`config.mk`:
```
export PLATFORM = sky130hd
export DESIGN_NAME = wicm_ram
export DESIGN_NICKNAME = d
export VERILOG_FILES = /design/src/rtl/core/wicm_ram.sv
export SDC_FILE = /design/constraint.sdc
export NUM_CORES = 1
export LEC_CHECK = 0
export ABC_AREA = 0
export BUFFER_PORTS_ARGS = -buffer_cell sky130_fd_sc_hd__buf_2
export CAP_MARGIN = 20
export CORE_MARGIN = 4
export CORE_UTILIZATION = 45
export DETAILED_ROUTE_END_ITERATION = 16
export GPL_TIMING_DRIVEN = 0
export PLACE_DENSITY = 0.73
export SETUP_SLACK_MARGIN = 0.1
export SYNTH_ARGS = -nofsm -noshare
export SYNTH_HDL_FRONTEND = slang
export SYNTH_SLANG_ARGS = --single-unit
export TNS_END_PERCENT = 100
```
`constraint.sdc`:
```
create_clock -name clk -period 4.9 [get_ports clk]
set_input_delay 0.49 -clock clk [delete_from_list [all_inputs] [get_ports clk]]
set_output_delay 0.49 -clock clk [all_outputs]
set_load 0.005 [all_outputs]
```
`src/rtl/core/wicm_ram.sv`:
```
module wicm_ram #(
	parameter int WIDTH = 8,
	parameter int DEPTH = 16
) (
	input  logic                     clk,
	input  logic                     we,
	input  logic [$clog2(DEPTH)-1:0] waddr,
	input  logic [WIDTH-1:0]         wdata,
	input  logic [$clog2(DEPTH)-1:0] raddr_a,
	output logic [WIDTH-1:0]         rdata_a,
	input  logic [$clog2(DEPTH)-1:0] raddr_b,
	output logic [WIDTH-1:0]         rdata_b
);

	logic [WIDTH-1:0] mem [DEPTH];

	always_ff @(posedge clk) begin
		if (we) begin
			mem[waddr] <= wdata;
		end
		rdata_a <= mem[raddr_a];
		rdata_b <= mem[raddr_b];
	end

endmodule
```
==> out/results.ini <==
[global_routing]
grt_max_degree = 17
grt_pass1_wl_um = 22000
grt_usage_pct = 19.34
overflow = 0
antenna_found_initial = 0
grt_pass1_vias = 3604

[run]
cap_viol_max_count = 0

[clock_network]
cts_made_buffers = 17
numClockSinks = 144
clk_pin_slew_ps = 60
ctsResizeCount = 0
cts_tree = built
clk_latency_ps = 420
clockBufferDepth = 2
cts_hold_buf = 0
postCtsSetupRepairBufs = 0
htreeDepth = 4
cts_root_buf = clkbuf_16

[sta]
min_period_ps = 1905
worstMarginPinSlew_ps = 1047
rsz0062_at_grt = no
relSlewSlack_pct = 29.95
maxSlewViolCount = 0
fin_crit_sh_pct = 38.88
fmaxAchievable_ghz = 0.5248
fin_skew_ps = 7.736
setup_tns_ps = 0
hold_violations = 0
setup_viol = 0

[yosys]
synth-seq-cells = 144
synth_flop_cell = edfxtp_1
yosys-top-cells-area = edfxtp_1 61%, mux4_2 12%, mux4_1 12%
syn_area_per_cell_um2 = 20.67
synth.net_count = 329
yosys.area_share.simple_pct = 3.431
yosysUniqueCellTypes = 20
synth-edff-count = 128
synthMuxAreaShare_pct = 24.45
synthXorXnorAreaFrac_pct = 0
synth-compound-area-share_pct = 3.785
ys_warn_count = 0
ys_async_sr_fraction_pct = 0
synth_top_family_by_area = multiplexers
synth_top_area_share_pct = 60.57
synth_fa_ha_area_share_pct = 0
netlist_instances = 307
synth-seq-area-share_pct = 65.62
synth.cell_area_um2 = 6346
synth.largest_area_cell = edfxtp_1

[power]
powerDensity_nw_per_um2 = 386.6
p_leak_nw = 2.531
vdd_drop_max_mv = 0.2424

[status]
status = completed

[setup_path]
r2r_cells = 3
cp-start-kind = input pin
required_ps = 4940
rrSetupSlack_ps = 3320
end_kind = flop
crit_type = input pin to flop
r2r-start = mem[3][0]
path_max_fanout = 8
crit_chain = buf_2, or3b_2, nor2_1
cpPeakStageDelay_ps = 810
path_delay_family = simple AND/OR/NAND/NOR gates
cp.depth = 3
crit_end = mem[1][3]
r2r_end = rdata_a[0]
cp-startpoint = waddr[2]
path_buf_inv = 1
cpMaxStageDelayCell = nor2_1
worstPathArrival_ps = 1940

[final_layout]
area_growth_pct = 15.54
final_util_pct = 53.03
n_antenna_cell = 0
fillCellCount = 1061
regArea_um2 = 4164
final_nets = 386
multi_input_area_um2 = 2014
final_cell_mix = 128 x edfxtp_1, 44 x buf_2, 34 x mux4_2
drive_gt1_share_pct = 31.83
layout_commonest_cell = edfxtp_1

[floorplan]
core_um2 = 13830
row_count = 43
io_pins = 38
dieArea_um2 = 16070
die_w_um = 126.8
start_util_pct = 45.90
die_h_um = 126.8

[routing]
dr.pass1.iters = 5
drc = 0
routedWlPerCell_um = 26.40
ant_nets = 0
viasPerCell = 6.305
wl_um = 14710
vias = 3512
drtIter0Drc = 417

[placed_design]
hpwl_um = 9820
port_buffers = 35
gp_congestion = 0.7832

[hold_path]
hold_class = input pin to flop

## logic make-up after synthesis
group           after synthesis
flops                       144
mux                          64
simple gates                 47
compound gates               32
buf+inv                      20
## cell usage after synthesis (2+ instances only)
cell / n
buf_6: 6
nand2b_1: 2
buf_4: 2
nor2_1: 14
nand2_1: 17
nand3b_1: 2
mux4_1: 28
mux4_2: 34
edfxtp_1: 128
and2_1: 2
a22oi_1: 32
and2b_1: 2
clkdlybuf4s25_2: 6
nor3_1: 4
buf_2: 6
dfxtp_1: 16
mux4_4: 2
nor2b_1: 2
## layout make-up
| cell class | instances | area share [%] |
|---|---|---|
| well taps | 180 | 3.072 |
| clock buffers | 27 | 6.587 |
| flip-flops and latches | 144 | 56.79 |
| multi-input cells | 143 | 27.47 |
| plain buffers | 20 | 2.355 |
| repair buffers | 38 | 2.594 |
| clock inverters | 5 | 1.126 |
## registers in the layout (all words and copies together) (netlist names)
signal and cells:
rdata_a 8, rdata_b 8, mem 128
## per-stage QoR
step	setup slack (ps)	cell area, um2	hold WS (ps)	total power, W	instances
6_report	2995	7332	446.1	0.002834	557
2_1_floorplan	2917	6346	588.9	0.001535	307
3_5_place_dp	2553	6766	699.2	0.001625	525
3_3_place_gp	2059	6746	676.5	0.001616	522
4_1_cts	2998	7332	433.3	0.002850	557
5_1_grt	2965	7332	445.6	0.002928	557
## per-layer routing
metal	wire length, um	track usage, %	vias up
met5	0	0	-
met4	159	5.300	0
met3	1226	6.568	19
met2	7546	31.76	187
met1	5774	24.84	1853
li1	-	-	1453
## power by group
part           leakage [nW]  switching (W)  internal [W]
Sequential             1.29      0.0000120       0.00137
Combinational         0.966       0.000115     0.0000977
Clock                 0.274       0.000458      0.000777
Total                  2.53       0.000585       0.00225
## worst min path at each step
stage                       endpoint  slack [ps]  depth (start not counted)       start
final                      mem[1][1]         450                          1    wdata[1]
after global routing       mem[3][0]         450                          1    wdata[0]
after CTS                  mem[1][1]         430                          1    wdata[1]
after detailed placement  rdata_b[7]         700                          3   mem[4][7]
after global placement    rdata_a[1]         680                          3  mem[11][1]
after floorplan            mem[0][0]         590                          0    wdata[0]
Power figures use the tool's default switching activity.
